$ cat config.mk
export PLATFORM = sky130hd
export DESIGN_NAME = bracket_path_extractor_flat
export DESIGN_NICKNAME = d
export VERILOG_FILES = /design/src/hdl/bpe_pkg.sv /design/src/hdl/bpe_stream_if.sv /design/src/hdl/bpe_cfg_regs.sv /design/src/hdl/bpe_path_core.sv /design/src/hdl/bpe_out_reg.sv /design/src/hdl/bracket_path_extractor.sv /design/src/flat_wrapper.sv
export SDC_FILE = /design/constraint.sdc
export NUM_CORES = 1
export LEC_CHECK = 0
export BUFFER_PORTS_ARGS = -buffer_cell sky130_fd_sc_hd__buf_2
export CAP_MARGIN = 20
export CORE_MARGIN = 2
export CORE_UTILIZATION = 40
export CTS_CLUSTER_DIAMETER = 50
export DETAILED_ROUTE_END_ITERATION = 8
export MAX_ROUTING_LAYER = met4
export PLACE_DENSITY = 0.64
export REMOVE_ABC_BUFFERS = 1
export SETUP_SLACK_MARGIN = 0.2
export SLEW_MARGIN = 15
export SYNTH_ARGS = -nofsm -noshare
export SYNTH_HDL_FRONTEND = slang
export SYNTH_HIERARCHICAL = 1
export SYNTH_SLANG_ARGS = --single-unit
$ cat constraint.sdc
create_clock -name clk -period 3.4 [get_ports clk]
set_input_delay 0.51 -clock clk [delete_from_list [all_inputs] [get_ports clk]]
set_output_delay 0.51 -clock clk [all_outputs]
set_load 0.02 [all_outputs]
$ cat src/hdl/bpe_pkg.sv
// Shared types and constants for the bracket path extractor.
// Used by the interfaces, the configuration registers, the core and the top level.
package bpe_pkg;

  localparam int CHAR_BITS      = 8;
  localparam int STEP_BITS      = 4;
  localparam int ENTRY_BITS     = 8;
  localparam int ENTRY_COUNT    = 8;
  localparam int CFG_DATA_BITS  = ENTRY_BITS * ENTRY_COUNT;
  localparam int CFG_INDEX_BITS = 3;

  localparam logic [ENTRY_BITS-1:0] SIBLING_MAX       = '1;
  localparam logic [CHAR_BITS-1:0]  OPEN_CHAR_RESET   = 8'd123;
  localparam logic [CHAR_BITS-1:0]  CLOSE_CHAR_RESET  = 8'd125;

  typedef enum logic [CFG_INDEX_BITS-1:0] {
    REG_OPEN_CHAR     = 3'd0,
    REG_CLOSE_CHAR    = 3'd1,
    REG_INCLUDE_OPEN  = 3'd2,
    REG_INCLUDE_CLOSE = 3'd3,
    REG_PATH_LENGTH   = 3'd4,
    REG_PATH_ENTRIES  = 3'd5
  } reg_index_t;

  typedef struct packed {
    logic [CHAR_BITS-1:0]     open_char;
    logic [CHAR_BITS-1:0]     close_char;
    logic                     include_open;
    logic                     include_close;
    logic [STEP_BITS-1:0]     path_length;
    logic [CFG_DATA_BITS-1:0] path_entries;
  } cfg_t;

endpackage

$ cat src/hdl/bpe_stream_if.sv
// Valid/ready channel interfaces: text bytes in, span results out.
// Depends on bpe_pkg for the byte width.
interface bpe_char_if;
  logic                      valid;
  logic                      ready;
  logic [bpe_pkg::CHAR_BITS-1:0] char_code;
  logic                      last_char;

  modport source (output valid, char_code, last_char, input ready);
  modport sink   (input valid, char_code, last_char, output ready);
endinterface

interface bpe_span_if #(
  parameter int INDEX_BITS = 16
);
  logic                  valid;
  logic                  ready;
  logic                  found;
  logic [INDEX_BITS-1:0] start_index;
  logic [INDEX_BITS-1:0] span_length;

  modport source (output valid, found, start_index, span_length, input ready);
  modport sink   (input valid, found, start_index, span_length, output ready);
endinterface

$ cat src/hdl/bpe_cfg_regs.sv
// Configuration registers of the bracket path extractor.
// Depends on bpe_pkg for the register index codes and the cfg_t bundle.
module bpe_cfg_regs (
  input  logic                                clk,
  input  logic                                rst,
  input  logic                                cfg_write,
  input  logic [bpe_pkg::CFG_INDEX_BITS-1:0]  cfg_index,
  input  logic [bpe_pkg::CFG_DATA_BITS-1:0]   cfg_data,
  output bpe_pkg::cfg_t                       cfg
);
  import bpe_pkg::*;

  always_ff @(posedge clk) begin
    if (rst) begin
      cfg.open_char     <= OPEN_CHAR_RESET;
      cfg.close_char    <= CLOSE_CHAR_RESET;
      cfg.include_open  <= 1'b1;
      cfg.include_close <= 1'b1;
      cfg.path_length   <= '0;
      cfg.path_entries  <= '0;
    end else if (cfg_write) begin
      unique case (reg_index_t'(cfg_index))
        REG_OPEN_CHAR:     cfg.open_char     <= cfg_data[CHAR_BITS-1:0];
        REG_CLOSE_CHAR:    cfg.close_char    <= cfg_data[CHAR_BITS-1:0];
        REG_INCLUDE_OPEN:  cfg.include_open  <= cfg_data[0];
        REG_INCLUDE_CLOSE: cfg.include_close <= cfg_data[0];
        REG_PATH_LENGTH:   cfg.path_length   <= cfg_data[STEP_BITS-1:0];
        REG_PATH_ENTRIES:  cfg.path_entries  <= cfg_data;
        default: ;
      endcase
    end
  end

endmodule

$ cat src/hdl/bpe_path_core.sv
// Input word register, path tracking state and per-byte step logic.
// Depends on bpe_pkg; feeds its result into bpe_out_reg.
module bpe_path_core #(
  parameter int MAX_PATH   = 8,
  parameter int INDEX_BITS = 16,
  parameter int DEPTH_BITS = 8
) (
  input  logic                  clk,
  input  logic                  rst,
  input  bpe_pkg::cfg_t         cfg,
  input  logic                  in_valid,
  output logic                  in_ready,
  input  logic [bpe_pkg::CHAR_BITS-1:0] in_char,
  input  logic                  in_last,
  input  logic                  out_free,
  output logic                  res_load,
  output logic                  res_found,
  output logic [INDEX_BITS-1:0] res_start,
  output logic [INDEX_BITS-1:0] res_length
);
  import bpe_pkg::*;

  localparam logic [INDEX_BITS-1:0] INDEX_MAX = '1;
  localparam logic [DEPTH_BITS-1:0] DEPTH_MAX = '1;

  // input word register
  logic                 s1_valid;
  logic [CHAR_BITS-1:0] s1_char;
  logic                 s1_last;

  // per-text state
  logic [DEPTH_BITS-1:0] depth_count, depth_count_next;
  logic [ENTRY_BITS-1:0] sibling_count, sibling_count_next;
  logic [STEP_BITS-1:0]  path_step, path_step_next;
  logic                  capturing, capturing_next;
  logic [INDEX_BITS-1:0] capture_start, capture_start_next;
  logic [INDEX_BITS-1:0] byte_position, byte_position_next;
  logic                  reported, reported_next;

  logic [STEP_BITS-1:0]  plen;
  logic [STEP_BITS-1:0]  step_inc;
  logic [ENTRY_BITS-1:0] want;
  logic                  active, is_open, is_close;
  logic                  step_try, advance, hit, emit_found, produce, s1_advance;
  logic [INDEX_BITS:0]   span_s, span_e, span_len;

  always_comb begin
    plen = (cfg.path_length > STEP_BITS'(MAX_PATH)) ? STEP_BITS'(MAX_PATH)
                                                     : cfg.path_length;
    active   = !reported && (cfg.open_char != cfg.close_char);
    is_open  = active && (s1_char == cfg.open_char);
    is_close = active && (s1_char == cfg.close_char);
    want     = cfg.path_entries[path_step[2:0]*ENTRY_BITS +: ENTRY_BITS];
    step_inc = path_step + 1'b1;
    step_try = is_open && !capturing && (plen != '0) &&
               (depth_count == DEPTH_BITS'(path_step)) && (path_step < plen);
    advance  = step_try && (sibling_count >= want);
    hit      = advance && (step_inc >= plen);
    emit_found = is_close && capturing && (depth_count == DEPTH_BITS'(plen));

    // span bounds one bit wider, then clamp
    span_s   = {1'b0, capture_start} + (INDEX_BITS+1)'(!cfg.include_open);
    span_e   = {1'b0, byte_position} + (INDEX_BITS+1)'(cfg.include_close);
    span_len = (span_e > span_s) ? (span_e - span_s) : '0;

    produce    = emit_found || (s1_last && !reported);
    s1_advance = s1_valid && (out_free || !produce);
    in_ready   = !s1_valid || s1_advance;

    res_load   = s1_advance && produce;
    res_found  = emit_found;
    res_start  = !emit_found ? '0 :
                 (span_s[INDEX_BITS] ? INDEX_MAX : span_s[INDEX_BITS-1:0]);
    res_length = !emit_found ? '0 :
                 (span_len[INDEX_BITS] ? INDEX_MAX : span_len[INDEX_BITS-1:0]);
  end

  always_comb begin
    depth_count_next   = depth_count;
    sibling_count_next = sibling_count;
    path_step_next     = path_step;
    capturing_next     = capturing;
    capture_start_next = capture_start;
    reported_next      = reported;
    byte_position_next = (byte_position != INDEX_MAX) ? byte_position + 1'b1
                                                      : byte_position;
    if (is_open && depth_count != DEPTH_MAX) begin
      depth_count_next = depth_count + 1'b1;
    end else if (is_close && depth_count != '0) begin
      depth_count_next = depth_count - 1'b1;
    end
    if (advance) begin
      sibling_count_next = '0;
      path_step_next     = step_inc;
    end else if (step_try && sibling_count != SIBLING_MAX) begin
      sibling_count_next = sibling_count + 1'b1;
    end
    if (hit) begin
      capturing_next     = 1'b1;
      capture_start_next = byte_position;
    end
    if (emit_found) begin
      capturing_next = 1'b0;
      reported_next  = 1'b1;
    end
    // end of text: start over
    if (s1_last) begin
      depth_count_next   = '0;
      sibling_count_next = '0;
      path_step_next     = '0;
      capturing_next     = 1'b0;
      capture_start_next = '0;
      byte_position_next = '0;
      reported_next      = 1'b0;
    end
  end

  always_ff @(posedge clk) begin
    if (rst) begin
      s1_valid <= 1'b0;
    end else if (in_ready) begin
      s1_valid <= in_valid;
    end
    if (in_ready && in_valid) begin
      s1_char <= in_char;
      s1_last <= in_last;
    end
  end

  always_ff @(posedge clk) begin
    if (rst) begin
      depth_count   <= '0;
      sibling_count <= '0;
      path_step     <= '0;
      capturing     <= 1'b0;
      capture_start <= '0;
      byte_position <= '0;
      reported      <= 1'b0;
    end else if (s1_advance) begin
      depth_count   <= depth_count_next;
      sibling_count <= sibling_count_next;
      path_step     <= path_step_next;
      capturing     <= capturing_next;
      capture_start <= capture_start_next;
      byte_position <= byte_position_next;
      reported      <= reported_next;
    end
  end

  a_not_both: assert property (@(posedge clk) disable iff (rst)
    !(capturing && reported))
    else $error("capturing while span already reported");

  a_text_clear: assert property (@(posedge clk) disable iff (rst)
    s1_advance && s1_last |=> depth_count == '0 && !reported && !capturing &&
                              byte_position == '0 && path_step == '0)
    else $error("state not cleared after last byte");

  a_pos_count: assert property (@(posedge clk) disable iff (rst)
    s1_advance && !s1_last && byte_position != INDEX_MAX
      |=> byte_position == $past(byte_position) + 1'b1)
    else $error("byte position did not advance");

endmodule

$ cat src/hdl/bpe_out_reg.sv
// Result register on the output channel; holds a word while the receiver stalls.
// Depends on bpe_pkg only through the core that loads it.
module bpe_out_reg #(
  parameter int INDEX_BITS = 16
) (
  input  logic                  clk,
  input  logic                  rst,
  input  logic                  load,
  input  logic                  load_found,
  input  logic [INDEX_BITS-1:0] load_start,
  input  logic [INDEX_BITS-1:0] load_length,
  output logic                  free,
  output logic                  valid,
  input  logic                  ready,
  output logic                  found,
  output logic [INDEX_BITS-1:0] start_index,
  output logic [INDEX_BITS-1:0] span_length
);

  assign free = !valid || ready;

  always_ff @(posedge clk) begin
    if (rst) begin
      valid <= 1'b0;
    end else if (load) begin
      valid <= 1'b1;
    end else if (ready) begin
      valid <= 1'b0;
    end
    if (load) begin
      found       <= load_found;
      start_index <= load_start;
      span_length <= load_length;
    end
  end

  a_no_overwrite: assert property (@(posedge clk) disable iff (rst)
    load |-> free)
    else $error("result word overwritten while stalled");

  a_empty_miss: assert property (@(posedge clk) disable iff (rst)
    valid && !found |-> start_index == '0 && span_length == '0)
    else $error("not-found word carries a span");

endmodule

$ cat src/hdl/bracket_path_extractor.sv
// Bracket path extractor: follows a path of sibling indices through nested
// brackets in a byte stream and reports the span it leads to.
// Depends on bpe_pkg, bpe_stream_if, bpe_cfg_regs, bpe_path_core, bpe_out_reg.
//
// Usage:
//   char_in carries one text byte per word plus a last-byte mark. span_out
//   carries at most one word per byte: found with start and length at the
//   matching close bracket, or not found at the last byte of a text that
//   gave no span. The cfg port writes open_char, close_char, include_open,
//   include_close, path_length and path_entries (indexes 0 to 5); write it
//   only while no text is in flight.
//   A result reaches span_out through the input word and result registers.
//   Throughput: one byte per cycle unless stalled; all per-byte work is a
//   few counter compares between the input word and the result registers.
//   A stalled receiver holds the result register; the input register keeps
//   taking bytes that give no result and holds the first byte that does.
//   Reset restores the default brackets, an empty path, and clears all state.
module bracket_path_extractor #(
  parameter int MAX_PATH   = 8,
  parameter int INDEX_BITS = 16,
  parameter int DEPTH_BITS = 8
) (
  input  logic                               clk,
  input  logic                               rst,
  bpe_char_if.sink                           char_in,
  bpe_span_if.source                         span_out,
  input  logic                               cfg_write,
  input  logic [bpe_pkg::CFG_INDEX_BITS-1:0] cfg_index,
  input  logic [bpe_pkg::CFG_DATA_BITS-1:0]  cfg_data
);
  import bpe_pkg::*;

  cfg_t                  cfg;
  logic                  out_free;
  logic                  res_load;
  logic                  res_found;
  logic [INDEX_BITS-1:0] res_start;
  logic [INDEX_BITS-1:0] res_length;

  bpe_cfg_regs u_cfg (
    .clk       (clk),
    .rst       (rst),
    .cfg_write (cfg_write),
    .cfg_index (cfg_index),
    .cfg_data  (cfg_data),
    .cfg       (cfg)
  );

  bpe_path_core #(
    .MAX_PATH   (MAX_PATH),
    .INDEX_BITS (INDEX_BITS),
    .DEPTH_BITS (DEPTH_BITS)
  ) u_core (
    .clk        (clk),
    .rst        (rst),
    .cfg        (cfg),
    .in_valid   (char_in.valid),
    .in_ready   (char_in.ready),
    .in_char    (char_in.char_code),
    .in_last    (char_in.last_char),
    .out_free   (out_free),
    .res_load   (res_load),
    .res_found  (res_found),
    .res_start  (res_start),
    .res_length (res_length)
  );

  bpe_out_reg #(
    .INDEX_BITS (INDEX_BITS)
  ) u_out (
    .clk         (clk),
    .rst         (rst),
    .load        (res_load),
    .load_found  (res_found),
    .load_start  (res_start),
    .load_length (res_length),
    .free        (out_free),
    .valid       (span_out.valid),
    .ready       (span_out.ready),
    .found       (span_out.found),
    .start_index (span_out.start_index),
    .span_length (span_out.span_length)
  );

endmodule

$ cat src/flat_wrapper.sv
// flat-port wrapper written by rule: the top's interface ports become plain ports
module bracket_path_extractor_flat import bpe_pkg::*;
#(
  parameter int MAX_PATH   = 8,
  parameter int INDEX_BITS = 16,
  parameter int DEPTH_BITS = 8
)
  (clk, rst, cfg_write, cfg_index, cfg_data, char_in_valid, char_in_char_code, char_in_last_char, char_in_ready, span_out_valid, span_out_found, span_out_start_index, span_out_span_length, span_out_ready);
  bpe_char_if char_in_i ();
  bpe_span_if #(.INDEX_BITS(INDEX_BITS)) span_out_i ();
  input  logic clk;
  input  logic rst;
  input  logic cfg_write;
  input  logic [bpe_pkg::CFG_INDEX_BITS-1:0] cfg_index;
  input  logic [bpe_pkg::CFG_DATA_BITS-1:0] cfg_data;
  input wire logic [$bits(char_in_i.valid)-1:0] char_in_valid;
  input wire logic [$bits(char_in_i.char_code)-1:0] char_in_char_code;
  input wire logic [$bits(char_in_i.last_char)-1:0] char_in_last_char;
  output wire logic [$bits(char_in_i.ready)-1:0] char_in_ready;
  output wire logic [$bits(span_out_i.valid)-1:0] span_out_valid;
  output wire logic [$bits(span_out_i.found)-1:0] span_out_found;
  output wire logic [$bits(span_out_i.start_index)-1:0] span_out_start_index;
  output wire logic [$bits(span_out_i.span_length)-1:0] span_out_span_length;
  input wire logic [$bits(span_out_i.ready)-1:0] span_out_ready;
  assign char_in_i.valid = char_in_valid;
  assign char_in_i.char_code = char_in_char_code;
  assign char_in_i.last_char = char_in_last_char;
  assign char_in_ready = char_in_i.ready;
  assign span_out_valid = span_out_i.valid;
  assign span_out_found = span_out_i.found;
  assign span_out_start_index = span_out_i.start_index;
  assign span_out_span_length = span_out_i.span_length;
  assign span_out_i.ready = span_out_ready;
  bracket_path_extractor #(.MAX_PATH(MAX_PATH), .INDEX_BITS(INDEX_BITS), .DEPTH_BITS(DEPTH_BITS)) u_core (.clk(clk), .rst(rst), .char_in(char_in_i), .span_out(span_out_i), .cfg_write(cfg_write), .cfg_index(cfg_index), .cfg_data(cfg_data));
endmodule
==> impl_results.md <==
- Aggregate routed wire length: 24,400 um
- Initial core utilization: 40.5%
- DRC violation count after routing: 0
- I/O pin total: 116
- Endpoint type of the worst setup path: register
- Pre-Repair DR Iteration Count: 4
- Iteration-0 DRC Markers: 377
- Maximum count of clock buffers along a single path: 2
- CTS H-Tree Depth: 4
- Overall Global Routing Usage: 17.7%
- Source-to-sink clock delay at the later pin of the worst-skew pair: 0.43 ns
- Count of distinct cell types in the synthesized netlist: 77
- Switching power: 1.25 mW
- Number of synthesized register bits: 184
- Yosys top cell area share: 26.3%
- # setup viols final: 0
- Leak Pwr: 5.02 nW
- Power density over the cells: 361 nW/um^2
- Number of I/O port buffers: 115
- Count of clock tree sinks: 184
- Hold buffers post-CTS: 0
- Die height: 168 um
- Run status: finished clean
- Switching fraction of total power: 26.1%
- R2r setup slk: 0.05 ns
- Predominant post-synthesis flop cell: dfxtp_1
- Worst rel slew slack: 41.9%
- Worst Skew: 0.0197 ns
- Width of the die: 168 um
- Worst setup SP type: register
- Peak fanout along the critical path: 16
- RR Startpoint: u_core/u_core/byte_position[0]
- Maximum vdd ir drop: 0.298 mV
- Via count of the first global-routing pass: 8,157
- Class of the tightest hold or removal check: input pin to register
- Pins Over Slew Limit: 0
- Req. time, crit path: 3.54 ns
- TritonCTS clock tree: built
- Count of warnings emitted by yosys: 6
- Total Die Area: 28,400 um^2
- Cell-internal power: 3.55 mW
- Site row count: 60
- # fillers: 2,482
- Leading cell types in the layout, fill and taps excluded: nand2b_1 (143), dfxtp_1 (133), buf_2 (114), mux2i_1 (110), nor2_1 (73)
- Setup slack after layout: 0.0491 ns
- Library cell occupying the most area in the post-synthesis netlist: dfxtp_1
- Pin slew with the least headroom to its limit: 0.871 ns
- Maximum operating frequency: 0.298 GHz
- CP Launch Point: u_core/u_core/byte_position[0]
- Number of max-cap violations: 0
- EDFF count, synth: 42
- WP data arrival: 3.49 ns
- Detail-routed net length per standard cell: 15.0 um
- Post-Place Setup Slack: -0.0933 ns
- Post-synth design cell area: 10,800 um^2
- First-pass GRT wire length: 40,200 um
- Post-synthesis async set-or-reset flop share: 0%
- Final clock period utilization by the worst path: 98.6%
- Most common library cell in the layout ignoring fill and taps: nand2b_1
- Period minus WS final: 3.35 ns
- Post-layout instance count excluding filler cells: 1,631
- Post-synthesis average cell area: 9.61 um^2
- HPWL after detailed placement: 17,300 um
- Number of buffers inserted during clock tree synthesis: 17
- Number of antenna-violating nets in the routed design: 0
- Via count: 8,388
- Synth top area cells: dfxtp_1 (26%), edfxtp_1 (12%), mux2i_1 (10%)
- Combinational fraction of design power: 9.9%
- Number of antenna violations at the first check in global routing: 1
- Relative contribution of the clock network to total power: 42.3%
- Placeable core region: 26,700 um^2
- Part of the total power dissipated in sequential elements: 47.9%
- Cell chosen for the clock root: clkbuf_16
- Total Nets Final: 1,405
- Worst Reg2Reg Path Length in Cells: 14
- Post-Place Cells: 1,571
- Worst setup path category: register to register
- Worst setup path end: u_core/u_out/span_length[1]
- Sequential area share after synthesis: 37.9%
- Final core area utilization: 49.9%
- Cells after synthesis: 1,125
- Setup repair after global routing missed its margin: true
- Reg clk slew, reported paths: 0.08 ns
- Share of final-layout standard cells stronger than drive strength 1: 26.9%
- Signed area change from the synthesized netlist to the final layout: 23.2%
- Vias/cell: 5.14
- Congestion Overflow GR: 0
- Final hold slack: 0.243 ns
- Pin count of the biggest net entering global routing: 174
- RR Endpoint: u_core/u_out/span_length[1]
- Final RePlAce weighted congestion: 0.840
- Hold Fails Final Rpt: 0
-- power groups by stage --
stage               clock [mW]  sequential [mW]  combinational, mW
finish                    2.03             2.30              0.474
global route              2.18             2.30              0.524
CTS                       2.08             2.30              0.466
detailed placement           0             2.35              0.438
global placement             0             2.35              0.432
floorplan                    0             2.36              0.261
-- through the flow --
step | area [um^2] | total power [mW] | TNS (ns)
6_report | 13300 | 4.80 | 0
5_1_grt | 13300 | 5.01 | -1.02
4_1_cts | 13100 | 4.85 | 0
3_5_place_dp | 12000 | 2.79 | -0.710
3_3_place_gp | 12000 | 2.78 | -0.00449
2_1_floorplan | 10500 | 2.62 | -29.74
-- Yosys cell counts (all sizes together) (7+ instances only) --
cell,number
inv,36
xnor2,51
nand3,25
mux4,16
a21oi,52
a221oi,17
ha,46
nand2,73
nor3,17
nor2,78
o21a,7
edfxtp,42
dfxtp,142
nand4,23
buf,24
mux2i,111
clkbuf,41
xor2,33
nand2b,144
or3,11
and3,9
o21ai,30
-- worst min-delay path by stage --
| stage | from | endpoint | cells after the start |
|---|---|---|---|
| floorplan | u_core/u_core/capture_start[0] | u_core/u_core/capture_start[0] | 2 |
| global placement | u_core/u_core/capture_start[0] | u_core/u_core/capture_start[0] | 2 |
| detailed placement | u_core/u_cfg/cfg[18] | u_core/u_cfg/cfg[18] | 2 |
| CTS | char_in_char_code[7] | u_core/u_core/s1_char[7] | 1 |
| global route | char_in_char_code[1] | u_core/u_core/s1_char[1] | 1 |
| finish | char_in_char_code[7] | u_core/u_core/s1_char[7] | 1 |
-- cell families (layout without fill, tap and decap cells) --
group | after synthesis | in the layout | share of synthesized area, %
AND/OR/NAND/NOR | 419 | 419 | 21.5
flip-flops | 184 | 184 | 37.9
AO/OA/AOI/OAI | 161 | 161 | 10.3
multiplexers | 128 | 128 | 13.7
buffers and inverters | 101 | 265 | 4.01
XOR/XNOR | 84 | 84 | 6.80
adder cells (fa/ha/maj) | 48 | 48 | 5.69
other | 0 | 1 | 0
-- state kept, by name, indices dropped and copies added, names as in the netlist, 4 cells and up --
signal / cells
u_core/u_cfg/cfg: 86
u_core/u_core/byte_position: 16
u_core/u_core/capture_start: 16
u_core/u_out/span_length: 16
u_core/u_out/start_index: 16
u_core/u_core/depth_count: 8
u_core/u_core/s1_char: 8
u_core/u_core/sibling_count: 8
u_core/u_core/path_step: 4
-- per-layer routing --
| layer | vias to the layer above | GRT usage, % | wire [um] |
|---|---|---|---|
| li1 | 4294 | - | - |
| met1 | 3935 | 22.4 | 11800 |
| met2 | 137 | 29.5 | 11600 |
| met3 | 22 | 2.77 | 691 |
| met4 | 0 | 5.25 | 380 |
| met5 | - | - | 0 |
-- worst max-delay path, stage by stage, from the launching register on --
cell and delay [ns]:
dfxtp_2 0.35, ha_4 0.14, nand3_2 0.06, or2_4 0.25, or3_4 0.39, buf_4 0.15, nor2_1 0.12, xor2_1 0.10
ha_1 0.38, nand4_1 0.27, nor4_1 0.40, nand2_1 0.10, nand2_1 0.12, buf_12 0.17, a221oi_2 0.05
-- layout make-up --
| cell class | count | area [um^2] | area share (%) |
|---|---|---|---|
| tap | 341 | 427 | 3.20 |
| clock inverter | 15 | 180 | 1.35 |
| timing repair buffer | 197 | 1310 | 9.82 |
| multi-input combinational | 840 | 6730 | 50.5 |
| inverter | 36 | 138 | 1.03 |
| antenna | 1 | 2.50 | 0.0188 |
| clock buffer | 17 | 425 | 3.19 |
| sequential | 184 | 4120 | 30.9 |
-- what timing repair did --
action                                  in CTS  in global routing
pin swaps                                   28                 21
gates cloned                                 2                  0
gates resized for setup                     72                 28
endpoints found under the setup margin      22                 46
buffers inserted                            16                  9
hold endpoints to repair                     0                  0
Power figures use the tool's default switching activity.
